**src/rtl/core/spq_pkg.sv**
```systemverilog
// ----------------------------------------------------------------------------
// spq_pkg: shared definitions for the sorted priority queue
// Request codes, status codes, field widths and the per-cell control struct.
// ----------------------------------------------------------------------------
package spq_pkg;

    localparam int ID_W      = 16;
    localparam int IN_PRIO_W = 8;
    localparam int REQ_W     = 2;
    localparam int STATUS_W  = 2;
    localparam int OCC_W     = 5;

    localparam int DEF_QUEUE_DEPTH   = 16;
    localparam int DEF_PRIORITY_BITS = 8;

    localparam logic [REQ_W-1:0] REQ_INSERT = 2'd0;
    localparam logic [REQ_W-1:0] REQ_POP    = 2'd1;
    localparam logic [REQ_W-1:0] REQ_CLEAR  = 2'd2;

    localparam logic [STATUS_W-1:0] ST_OK    = 2'd0;
    localparam logic [STATUS_W-1:0] ST_EMPTY = 2'd1;
    localparam logic [STATUS_W-1:0] ST_FULL  = 2'd2;

    // Move command broadcast to every cell of the chain
    typedef struct packed {
        logic ins;   // place the new job, shift lower entries down one cell
        logic pop;   // shift every entry up one cell
    } cell_ctrl_t;

endpackage

```
**src/rtl/core/sorted_priority_queue.sv**
```systemverilog
// ----------------------------------------------------------------------------
// sorted_priority_queue: bounded priority queue as a chain of sorting cells
// Keeps jobs in descending priority, equal priorities in arrival order.
// ----------------------------------------------------------------------------
// Usage:
//   Input channel (in_valid/in_ready) carries one request per beat: req_type
//   selects insert, pop or clear; job_id and job_priority go with an insert.
//   Output channel (out_valid/out_ready) returns one result beat per request:
//   the head job after the operation (the popped job for a pop), a status
//   and the occupancy after the operation.
//   The result of an accepted request is registered and shows in the cycle after
//   it is accepted. Throughput is one request per cycle while out_ready is high;
//   the chain of QUEUE_DEPTH cells compares all entries against the new priority
//   in parallel and shifts them together, so the one-deep output register sets the rate.
//   A stalled receiver holds the result register; in_ready stays high only
//   while the result register is empty or being drained in the same cycle.
//   Reset empties the queue and drops any pending result. Stored entries are
//   not cleared; only cells below the occupancy count are ever read.
//   An insert into a full queue is dropped with status full; a pop of an
//   empty queue or a clear reports status empty with zero job fields.
// ----------------------------------------------------------------------------
module sorted_priority_queue #(
    parameter int QUEUE_DEPTH   = spq_pkg::DEF_QUEUE_DEPTH,
    parameter int PRIORITY_BITS = spq_pkg::DEF_PRIORITY_BITS
) (
    input  logic                         clk,
    input  logic                         rst_n,
    input  logic                         in_valid,
    output logic                         in_ready,
    input  logic [spq_pkg::REQ_W-1:0]    req_type,
    input  logic [spq_pkg::ID_W-1:0]     job_id,
    input  logic [spq_pkg::IN_PRIO_W-1:0] job_priority,
    output logic                         out_valid,
    input  logic                         out_ready,
    output logic [spq_pkg::ID_W-1:0]     head_id,
    output logic [spq_pkg::IN_PRIO_W-1:0] head_priority,
    output logic [spq_pkg::STATUS_W-1:0] status,
    output logic [spq_pkg::OCC_W-1:0]    occupancy
);
    import spq_pkg::*;

    localparam int CNT_W = $clog2(QUEUE_DEPTH + 1);

    // Count register and result register
    logic [CNT_W-1:0]     count_reg;
    logic [CNT_W-1:0]     count_next;
    logic                 out_valid_reg;
    logic [ID_W-1:0]      head_id_reg;
    logic [ID_W-1:0]      head_id_next;
    logic [IN_PRIO_W-1:0] head_prio_reg;
    logic [IN_PRIO_W-1:0] head_prio_next;
    logic [STATUS_W-1:0]  status_reg;
    logic [STATUS_W-1:0]  status_next;
    logic [OCC_W-1:0]     occ_reg;

    logic accept;
    logic full;
    logic empty;
    cell_ctrl_t ctrl;

    logic [PRIORITY_BITS-1:0]           new_prio;
    logic [PRIORITY_BITS+IN_PRIO_W-1:0] new_prio_wide;
    logic [PRIORITY_BITS-1:0]           sel_prio;
    logic [PRIORITY_BITS+IN_PRIO_W-1:0] sel_prio_wide;
    logic [CNT_W+OCC_W-1:0]             count_wide;

    // Chain taps
    logic [QUEUE_DEPTH-1:0]     keep_vec;
    logic [ID_W-1:0]            cell_id   [QUEUE_DEPTH];
    logic [PRIORITY_BITS-1:0]   cell_prio [QUEUE_DEPTH];

    assign in_ready = !out_valid_reg || out_ready;
    assign accept   = in_valid && in_ready;
    assign full     = (count_reg == CNT_W'(QUEUE_DEPTH));
    assign empty    = (count_reg == '0);

    // Take the low PRIORITY_BITS of the request priority, zero-extend if wider
    assign new_prio_wide = (PRIORITY_BITS + IN_PRIO_W)'(job_priority);
    assign new_prio      = new_prio_wide[PRIORITY_BITS-1:0];

    // Broadcast the move: dropped inserts and empty pops leave the chain alone
    assign ctrl.ins = accept && (req_type == REQ_INSERT) && !full;
    assign ctrl.pop = accept && (req_type == REQ_POP) && !empty;

    genvar gi;
    generate
        for (gi = 0; gi < QUEUE_DEPTH; gi++)
        begin : g_cell
            localparam logic [CNT_W-1:0] IDX = CNT_W'(gi);
            logic                     occ_c;
            logic                     left_keep_c;
            logic [ID_W-1:0]          left_id_c;
            logic [PRIORITY_BITS-1:0] left_prio_c;
            logic [ID_W-1:0]          right_id_c;
            logic [PRIORITY_BITS-1:0] right_prio_c;

            assign occ_c = (IDX < count_reg);

            if (gi == 0)
            begin : g_head
                // Nothing above the head: a non-kept head takes the new job
                assign left_keep_c = 1'b1;
                assign left_id_c   = job_id;
                assign left_prio_c = new_prio;
            end
            else
            begin : g_body
                assign left_keep_c = keep_vec[gi-1];
                assign left_id_c   = cell_id[gi-1];
                assign left_prio_c = cell_prio[gi-1];
            end

            if (gi == QUEUE_DEPTH - 1)
            begin : g_tail
                // Tail slot becomes free on a pop; hold whatever it has
                assign right_id_c   = cell_id[gi];
                assign right_prio_c = cell_prio[gi];
            end
            else
            begin : g_mid
                assign right_id_c   = cell_id[gi+1];
                assign right_prio_c = cell_prio[gi+1];
            end

            spq_cell #(
                .PRIO_W (PRIORITY_BITS)
            ) u_cell (
                .clk        (clk),
                .ctrl       (ctrl),
                .new_id     (job_id),
                .new_prio   (new_prio),
                .occupied   (occ_c),
                .left_keep  (left_keep_c),
                .left_id    (left_id_c),
                .left_prio  (left_prio_c),
                .right_id   (right_id_c),
                .right_prio (right_prio_c),
                .keep       (keep_vec[gi]),
                .id         (cell_id[gi]),
                .prio       (cell_prio[gi])
            );
        end
    endgenerate

    // Occupancy after the operation
    always_comb
    begin
        count_next = count_reg;
        if (accept)
        begin
            case (req_type)
                REQ_INSERT:
                begin
                    if (!full)
                        count_next = count_reg + CNT_W'(1);
                end
                REQ_POP:
                begin
                    if (!empty)
                        count_next = count_reg - CNT_W'(1);
                end
                REQ_CLEAR:
                begin
                    count_next = '0;
                end
                default:
                begin
                    count_next = count_reg;
                end
            endcase
        end
    end

    // Result beat: head after the operation, popped job for a pop
    always_comb
    begin
        head_id_next = '0;
        sel_prio     = '0;
        status_next  = ST_EMPTY;
        case (req_type)
            REQ_INSERT:
            begin
                if (full)
                begin
                    head_id_next = cell_id[0];
                    sel_prio     = cell_prio[0];
                    status_next  = ST_FULL;
                end
                else if (keep_vec[0])
                begin
                    head_id_next = cell_id[0];
                    sel_prio     = cell_prio[0];
                    status_next  = ST_OK;
                end
                else
                begin
                    head_id_next = job_id;
                    sel_prio     = new_prio;
                    status_next  = ST_OK;
                end
            end
            REQ_CLEAR:
            begin
                status_next = ST_EMPTY;
            end
            default:
            begin
                // Pop and the unused code both report the current head
                if (!empty)
                begin
                    head_id_next = cell_id[0];
                    sel_prio     = cell_prio[0];
                    status_next  = ST_OK;
                end
            end
        endcase
    end

    assign sel_prio_wide  = (PRIORITY_BITS + IN_PRIO_W)'(sel_prio);
    assign head_prio_next = sel_prio_wide[IN_PRIO_W-1:0];
    assign count_wide     = (CNT_W + OCC_W)'(count_next);

    always_ff @(posedge clk or negedge rst_n)
    begin
        if (!rst_n)
        begin
            count_reg     <= '0;
            out_valid_reg <= 1'b0;
        end
        else
        begin
            count_reg <= count_next;
            if (accept)
                out_valid_reg <= 1'b1;
            else if (out_ready)
                out_valid_reg <= 1'b0;
        end
    end

    // Load payload on accept, hold it while the receiver stalls
    always_ff @(posedge clk)
    begin
        if (accept)
        begin
            head_id_reg   <= head_id_next;
            head_prio_reg <= head_prio_next;
            status_reg    <= status_next;
            occ_reg       <= count_wide[OCC_W-1:0];
        end
    end

    assign out_valid     = out_valid_reg;
    assign head_id       = head_id_reg;
    assign head_priority = head_prio_reg;
    assign status        = status_reg;
    assign occupancy     = occ_reg;

    // Occupancy never runs past the chain length
    a_count_bound: assert property (@(posedge clk) disable iff (!rst_n)
        count_reg <= CNT_W'(QUEUE_DEPTH))
        else $error("occupancy exceeds queue depth");

    // Stored entries stay sorted: kept cells form an unbroken run from the head
    a_keep_prefix: assert property (@(posedge clk) disable iff (!rst_n)
        ((keep_vec >> 1) & ~keep_vec) == '0)
        else $error("cell chain out of priority order");

    // A clear leaves the queue empty
    a_clear_empties: assert property (@(posedge clk) disable iff (!rst_n)
        (accept && req_type == REQ_CLEAR) |=> (count_reg == '0))
        else $error("queue not empty after clear");

    // An empty status comes with zero job fields and zero occupancy
    a_empty_result: assert property (@(posedge clk) disable iff (!rst_n)
        (out_valid_reg && status_reg == ST_EMPTY) |->
            (head_id_reg == '0 && head_prio_reg == '0 && occ_reg == '0))
        else $error("empty status with nonzero result fields");

endmodule

```
**src/rtl/core/spq_cell.sv**
```systemverilog
// ----------------------------------------------------------------------------
// spq_cell: one slot of the sorted queue chain
// Holds one job and either keeps it, takes the new job, or takes a neighbor's.
// ----------------------------------------------------------------------------
module spq_cell #(
    parameter int PRIO_W = 8
) (
    input  logic                     clk,
    input  spq_pkg::cell_ctrl_t      ctrl,
    input  logic [spq_pkg::ID_W-1:0] new_id,
    input  logic [PRIO_W-1:0]        new_prio,
    input  logic                     occupied,
    input  logic                     left_keep,
    input  logic [spq_pkg::ID_W-1:0] left_id,
    input  logic [PRIO_W-1:0]        left_prio,
    input  logic [spq_pkg::ID_W-1:0] right_id,
    input  logic [PRIO_W-1:0]        right_prio,
    output logic                     keep,
    output logic [spq_pkg::ID_W-1:0] id,
    output logic [PRIO_W-1:0]        prio
);
    import spq_pkg::*;

    logic [ID_W-1:0]   id_reg;
    logic [ID_W-1:0]   id_next;
    logic [PRIO_W-1:0] prio_reg;
    logic [PRIO_W-1:0] prio_next;

    // Entry stays ahead of a new job of equal or lower priority
    assign keep = occupied && (prio_reg >= new_prio);

    always_comb
    begin
        id_next   = id_reg;
        prio_next = prio_reg;
        if (ctrl.ins)
        begin
            if (!keep)
            begin
                if (left_keep)
                begin
                    id_next   = new_id;
                    prio_next = new_prio;
                end
                else
                begin
                    id_next   = left_id;
                    prio_next = left_prio;
                end
            end
        end
        else if (ctrl.pop)
        begin
            id_next   = right_id;
            prio_next = right_prio;
        end
    end

    always_ff @(posedge clk)
    begin
        id_reg   <= id_next;
        prio_reg <= prio_next;
    end

    assign id   = id_reg;
    assign prio = prio_reg;

endmodule
```
**config.mk**
```make
export PLATFORM = sky130hd
export DESIGN_NAME = sorted_priority_queue
export DESIGN_NICKNAME = d
export VERILOG_FILES = /design/src/rtl/core/spq_pkg.sv /design/src/rtl/core/sorted_priority_queue.sv /design/src/rtl/core/spq_cell.sv
export SDC_FILE = /design/constraint.sdc
export NUM_CORES = 1
export LEC_CHECK = 0
export ABC_AREA = 1
export BUFFER_PORTS_ARGS = -buffer_cell sky130_fd_sc_hd__buf_2
export CAP_MARGIN = 25
export CELL_PAD_IN_SITES_DETAIL_PLACEMENT = 1
export CELL_PAD_IN_SITES_GLOBAL_PLACEMENT = 1
export CORE_MARGIN = 2
export CORE_UTILIZATION = 30
export DETAILED_ROUTE_END_ITERATION = 8
export PLACE_DENSITY_LB_ADDON = 0.1
export SKIP_CTS_REPAIR_TIMING = 1
export SLEW_MARGIN = 20
export SYNTH_ARGS = -nofsm -noshare
export SYNTH_HDL_FRONTEND = slang
export SYNTH_HIERARCHICAL = 1
export SYNTH_SLANG_ARGS = --single-unit
export TNS_END_PERCENT = 100
```
**constraint.sdc**
```tcl
create_clock -name clk -period 7 [get_ports clk]
set_input_delay 0.35 -clock clk [delete_from_list [all_inputs] [get_ports clk]]
set_output_delay 0.35 -clock clk [all_outputs]
set_load 0.03 [all_outputs]
```
==> impl_metrics.py, run 1 <==
metrics = {
    "status": {
        "status": "complete, but fails checks",
        "violations": "hold timing",
    },
    "sta": {
        "tightest_slew_ps": 1120,
        "setup_tns_ps": 0,
        "rsz0062_at_grt": "no",
        "setup_viol": 0,
        "max_freq_mhz": 227,
        "holdWs_ps": -0.281,
        "fin_crit_sh": 0.628,
        "hold_violations": 1,
        "relSlewSlack": 0.248,
        "finalCriticalPeriod_ps": 4400,
        "clock_skew_ps": 24.1,
        "slew_viol_final": 0,
    },
    "critical_path": {
        "cp-start-kind": "register",
        "r2r-start": "count_reg[0]",
        "arrival_ps": 4710,
        "cp_max_fo": 120,
        "crit_type": "register to register",
        "ff2ff_setup_slack_ps": 2600,
        "worstSetupStartpoint": "count_reg[0]",
        "cp-end-kind": "register",
        "reg2reg_depth": 11,
        "cp.required_ps": 7310,
        "worstSetupEndpoint": "g_cell[8].u_cell/prio[7]",
        "r2r_end": "g_cell[8].u_cell/prio[7]",
    },
    "placement": {
        "gp_congestion": 0.830,
        "place_hpwl_mm": 70.0,
        "io_buffer_count": 62,
    },
    "floorplanning": {
        "start_util": 0.302,
        "placementRows": 107,
        "dieArea_mm2": 0.0880,
        "io_pins": 63,
        "coreArea_mm2": 0.0850,
        "die_h_um": 297,
        "fp.dieW_um": 297,
    },
    "routing": {
        "drt-total-wl_mm": 99.1,
        "ant_nets": 0,
        "drt_first_pass_iters": 5,
        "routed_via_density": 5.15,
        "post_drt_wl_per_cell_um": 23.6,
        "drt_iter0_drc": 1871,
        "vias": 21600,
        "post-route-drc-count": 0,
    },
    "global_route": {
        "grt_pass1_vias": 21800,
        "grt_max_degree": 121,
        "grt_first_pass_wirelength_mm": 146,
        "grt_antenna_before_repair": 1,
        "grt_use_total": 0.223,
        "grt_overflow_total": 0,
    },
    "cells_and_area": {
        "drive_gt1_frac": 0.0682,
        "n_fill_cell": 9996,
        "antenna_cells": 0,
        "largest_reg_flops": 256,
        "final_nets": 3175,
        "final_common_cell": "nand2_1",
        "mostFrequentLayoutCells": "nand2_1, nor2_1, edfxtp_1",
        "utilization": 0.329,
        "syn_to_final_growth_pct": 8.95,
    },
    "clock_network": {
        "cts_sinks": 421,
        "clock-root-buffer": "clkbuf_16",
        "cts_max_level": 2,
        "insertion_delay_ps": 620,
        "cts_tree": "done",
        "path_clk_slew_ps": 60,
        "cts_buffers": 51,
        "clockBufferDepth": 3,
    },
    "synth": {
        "syn_area_mm2": 0.0257,
        "synthCells": 3004,
        "yosysWarnings": 6,
        "syn_avg_cell_area_um2": 8.55,
    },
    "pwr": {
        "vdd_drop_max_uv": 165,
        "leakage_nw": 11.5,
        "power_density_mw_per_mm2": 281,
    },
    "run": {
        "maxCapViolCount": 0,
    },
    "worst_hold_path": {
        "hp-class": "input pin to register",
    },
}
worst min path at each step:
stage	start	endpoint	slack, ps	depth (start not counted)
4_1_cts	rst_n	count_reg[3]	-480	1
6_report	in_valid	out_valid	-0.3	3
3_3_place_gp	rst_n	out_valid	200	1
5_1_grt	in_valid	out_valid	10	3
2_1_floorplan	rst_n	count_reg[0]	50	0
3_5_place_dp	rst_n	out_valid	200	1
area by class of cell:
type | count | area (µm²) | area share
clock buffer | 64 | 1330 | 0.0473
clock inverter | 26 | 179 | 0.00639
inverter | 242 | 916 | 0.0327
multi-input combinational | 2199 | 10800 | 0.387
sequential | 421 | 12600 | 0.451
tap | 1144 | 1430 | 0.0511
timing repair buffer | 98 | 692 | 0.0247
worst max-delay path, cell delays in order, from the launching register on:
cell and delay, ps:
dfrtp_1 460, clkinv_1 280, ha_1 350, nand2_2 100
inv_2 50, nand2_4 380, nand3_1 300, inv_8 570
buf_4 600, nand2_1 110, nand2_1 500, buf_8 240
routing by layer:
| metal | GRT usage | routed length, µm | vias up |
|---|---|---|---|
| li1 | - | - | 10200 |
| met1 | 0.342 | 50300 | 10800 |
| met2 | 0.341 | 42800 | 510 |
| met3 | 0.0211 | 4430 | 87 |
| met4 | 0.0432 | 1580 | 0 |
| met5 | 0 | 0 | - |
report_power, final:
| part | leakage (nW) | internal [W] | switching [W] | total [W] |
|---|---|---|---|---|
| logic | 6.86 | 0.000481 | 0.00149 | 0.00197 |
| clock network | 0.727 | 0.00140 | 0.00111 | 0.00252 |
| registers | 3.91 | 0.00313 | 0.000236 | 0.00337 |
| total | 11.5 | 0.00502 | 0.00284 | 0.00785 |
per-stage QoR:
stage	power [W]	setup slack, ps	cells	instance area (µm²)	hold slack (ps)
3_3_place_gp	0.00529	2520	4092	26300	198
5_1_grt	0.00826	2290	4194	28000	10.6
6_report	0.00785	2600	4194	28000	-0.281
4_1_cts	0.00791	2370	4186	27900	-481
2_1_floorplan	0.00477	994	3010	25700	54.4
3_5_place_dp	0.00537	2390	4096	26300	197
No activity file was read; power rests on OpenSTA's default activity.
==> inputs of run 2 (changes only) <==
--- a/config.mk
+++ b/config.mk
@@ -5,7 +5,7 @@
 export SDC_FILE = /design/constraint.sdc
 export NUM_CORES = 1
 export LEC_CHECK = 0
-export ABC_AREA = 1
+export ABC_AREA = 0
 export BUFFER_PORTS_ARGS = -buffer_cell sky130_fd_sc_hd__buf_2
 export CAP_MARGIN = 25
 export CELL_PAD_IN_SITES_DETAIL_PLACEMENT = 1
==> constraint.sdc (replaced) <==
create_clock -name clk -period 3.6 [get_ports clk]
set_input_delay 0.18 -clock clk [delete_from_list [all_inputs] [get_ports clk]]
set_output_delay 0.18 -clock clk [all_outputs]
set_load 0.03 [all_outputs]
==> impl_metrics.py, run 2 <==
metrics = {
    "sta": {
        "max_freq_mhz": 299,
        "relSlewSlack": 0.492,
        "rsz0062_at_grt": "no",
        "fin_crit_sh": 0.929,
        "hold_violations": 0,
        "tightest_slew_ps": 762,
        "slew_viol_final": 0,
        "setup_viol": 0,
        "clock_skew_ps": 18.5,
        "finalCriticalPeriod_ps": 3340,
        "setup_tns_ps": 0,
    },
    "clock_network": {
        "cts_sinks": 421,
        "cts_tree": "done",
        "path_clk_slew_ps": 60,
        "clockBufferDepth": 3,
        "clock-root-buffer": "clkbuf_16",
        "cts_max_level": 2,
        "cts_buffers": 53,
        "insertion_delay_ps": 620,
    },
    "routing": {
        "ant_nets": 0,
        "drt_iter0_drc": 795,
        "post-route-drc-count": 0,
        "drt_first_pass_iters": 5,
        "post_drt_wl_per_cell_um": 18.6,
        "routed_via_density": 4.77,
        "drt-total-wl_mm": 64.7,
        "vias": 16600,
    },
    "status": {
        "status": "completed",
    },
    "synth": {
        "syn_area_mm2": 0.0252,
        "synthTopCellsByArea": "edfxtp_1, mux2i_1, a21oi_1, ha_1, nor2_1",
        "synth_commonest_cells": "a21oi_1, edfxtp_1, nor2_1",
        "synth_top_cell_area_share": 0.495,
        "yosysMostFrequentCell": "a21oi_1",
        "yosysWarnings": 6,
        "ys_async_sr_fraction": 0.0143,
        "ys_seq_area_frac": 0.501,
        "ys_ff_latch": 421,
        "synth_cell_types": 47,
        "synth_flop_cell": "edfxtp_1",
        "synth_fp_nets": 2464,
        "synth_edf_count": 415,
        "syn_avg_cell_area_um2": 10.9,
        "synthCells": 2302,
        "synth.largest_area_cell": "edfxtp_1",
    },
    "placement": {
        "gp_congestion": 0.763,
        "place_hpwl_mm": 48.5,
        "io_buffer_count": 62,
        "place_area_mm2": 0.0271,
    },
    "global_route": {
        "grt_antenna_before_repair": 1,
        "grt_use_total": 0.151,
        "grt_max_degree": 97,
        "grt_overflow_total": 0,
        "grt_first_pass_wirelength_mm": 104,
        "grt_pass1_vias": 17700,
    },
    "worst_hold_path": {
        "hp-class": "input pin to register",
        "whs_path_depth": 2,
    },
    "cells_and_area": {
        "fin_area_mm2": 0.0287,
        "final_common_cell": "a21oi_1",
        "seq_area_mm2": 0.0126,
        "multiInputGateArea_mm2": 0.0112,
        "mostFrequentLayoutCells": "a21oi_1, edfxtp_1, nor2_1",
        "drive_gt1_frac": 0.126,
        "syn_to_final_growth_pct": 13.9,
        "final_nets": 2518,
        "largest_reg_flops": 256,
        "n_fill_cell": 9154,
    },
    "floorplanning": {
        "coreArea_mm2": 0.0834,
        "fp.dieW_um": 294,
        "die_h_um": 294,
        "start_util": 0.302,
        "placementRows": 106,
        "io_pins": 63,
        "dieArea_mm2": 0.0863,
    },
    "critical_path": {
        "cp.required_ps": 4020,
        "cp_cell_sequence": "inv_1, ha_1, nand3_1, nand2_1, nor2_4, buf_4, buf_12, nor2_1, a21oi_1",
        "cp_slowest_cell": "nor2_4",
        "cp-start-kind": "register",
        "cp_max_fo": 96,
        "cp-end-kind": "register",
        "reg2reg_depth": 9,
        "arrival_ps": 3760,
        "max_stage_delay_ps": 640,
        "crit_type": "register to register",
    },
    "pwr": {
        "vdd_drop_max_uv": 341,
        "power_density_mw_per_mm2": 562,
        "leakage_nw": 11.0,
    },
    "run": {
        "maxCapViolCount": 0,
    },
}
[run 2: critical path, delay by kind of cell (launching register included)]
kind	cells	cell delay [ps]
compound gates	1	230
fa+ha+maj	1	280
buf+inv	3	880
flops	1	600
simple gates	4	1140
[run 2: cell type report]
type,instances,share of cell area
multi-input cells,1574,0.391
repair buffers,154,0.0475
inverters,152,0.0199
clock inverters,24,0.00545
well taps,1080,0.0471
diodes,1,0.0000872
clock buffers,72,0.0498
flip-flops and latches,421,0.440
[run 2: cells by family after synthesis]
group	after synthesis	synth area share
flip-flops	421	0.501
AND/OR/NAND/NOR	490	0.0835
other	1	0.000149
adder cells (fa/ha/maj)	132	0.0656
AO/OA/AOI/OAI	566	0.136
multiplexers	385	0.153
buffers and inverters	307	0.0613
[run 2: final timing paths]
| path | start | end | slack, ps |
|---|---|---|---|
| max | count_reg[0] | g_cell[0].u_cell/prio[3] | 260 |
| min | req_type[1] | count_reg[1] | 50 |
| max reg2reg | count_reg[0] | g_cell[0].u_cell/prio[3] | 260 |
| min reg2reg | g_cell[0].u_cell/id[2] | head_id[2] | 580 |
| max in group asynchronous | rst_n | count_reg[0] | 2810 |
| min in group asynchronous | rst_n | count_reg[1] | 530 |
[run 2: power by group]
group          internal [W]  switching (W)
registers           0.00607       0.000366
clock network       0.00277        0.00218
logic               0.00196        0.00277
[run 2: through the flow]
| step | hold slack [ps] | utilization | total power, W | cells | worst slack [ps] |
|---|---|---|---|---|---|
| floorplan | -116 | - | 0.00987 | 2302 | 240 |
| global placement | 21.2 | 0.324 | 0.0112 | 3376 | 285 |
| detailed placement | 25.3 | 0.324 | 0.0114 | 3376 | 268 |
| CTS | -649 | 0.343 | 0.0164 | 3472 | 250 |
| global route | 55.6 | 0.344 | 0.0171 | 3478 | 46.5 |
| finish | 47.5 | 0.344 | 0.0161 | 3478 | 257 |
[run 2: metal layers]
metal	global-route usage	routed length, µm	vias to the layer above
met3	0.0223	1770	83
li1	-	-	8512
met1	0.218	33300	7831
met5	0	0	-
met2	0.238	28500	159
met4	0.0322	1160	0
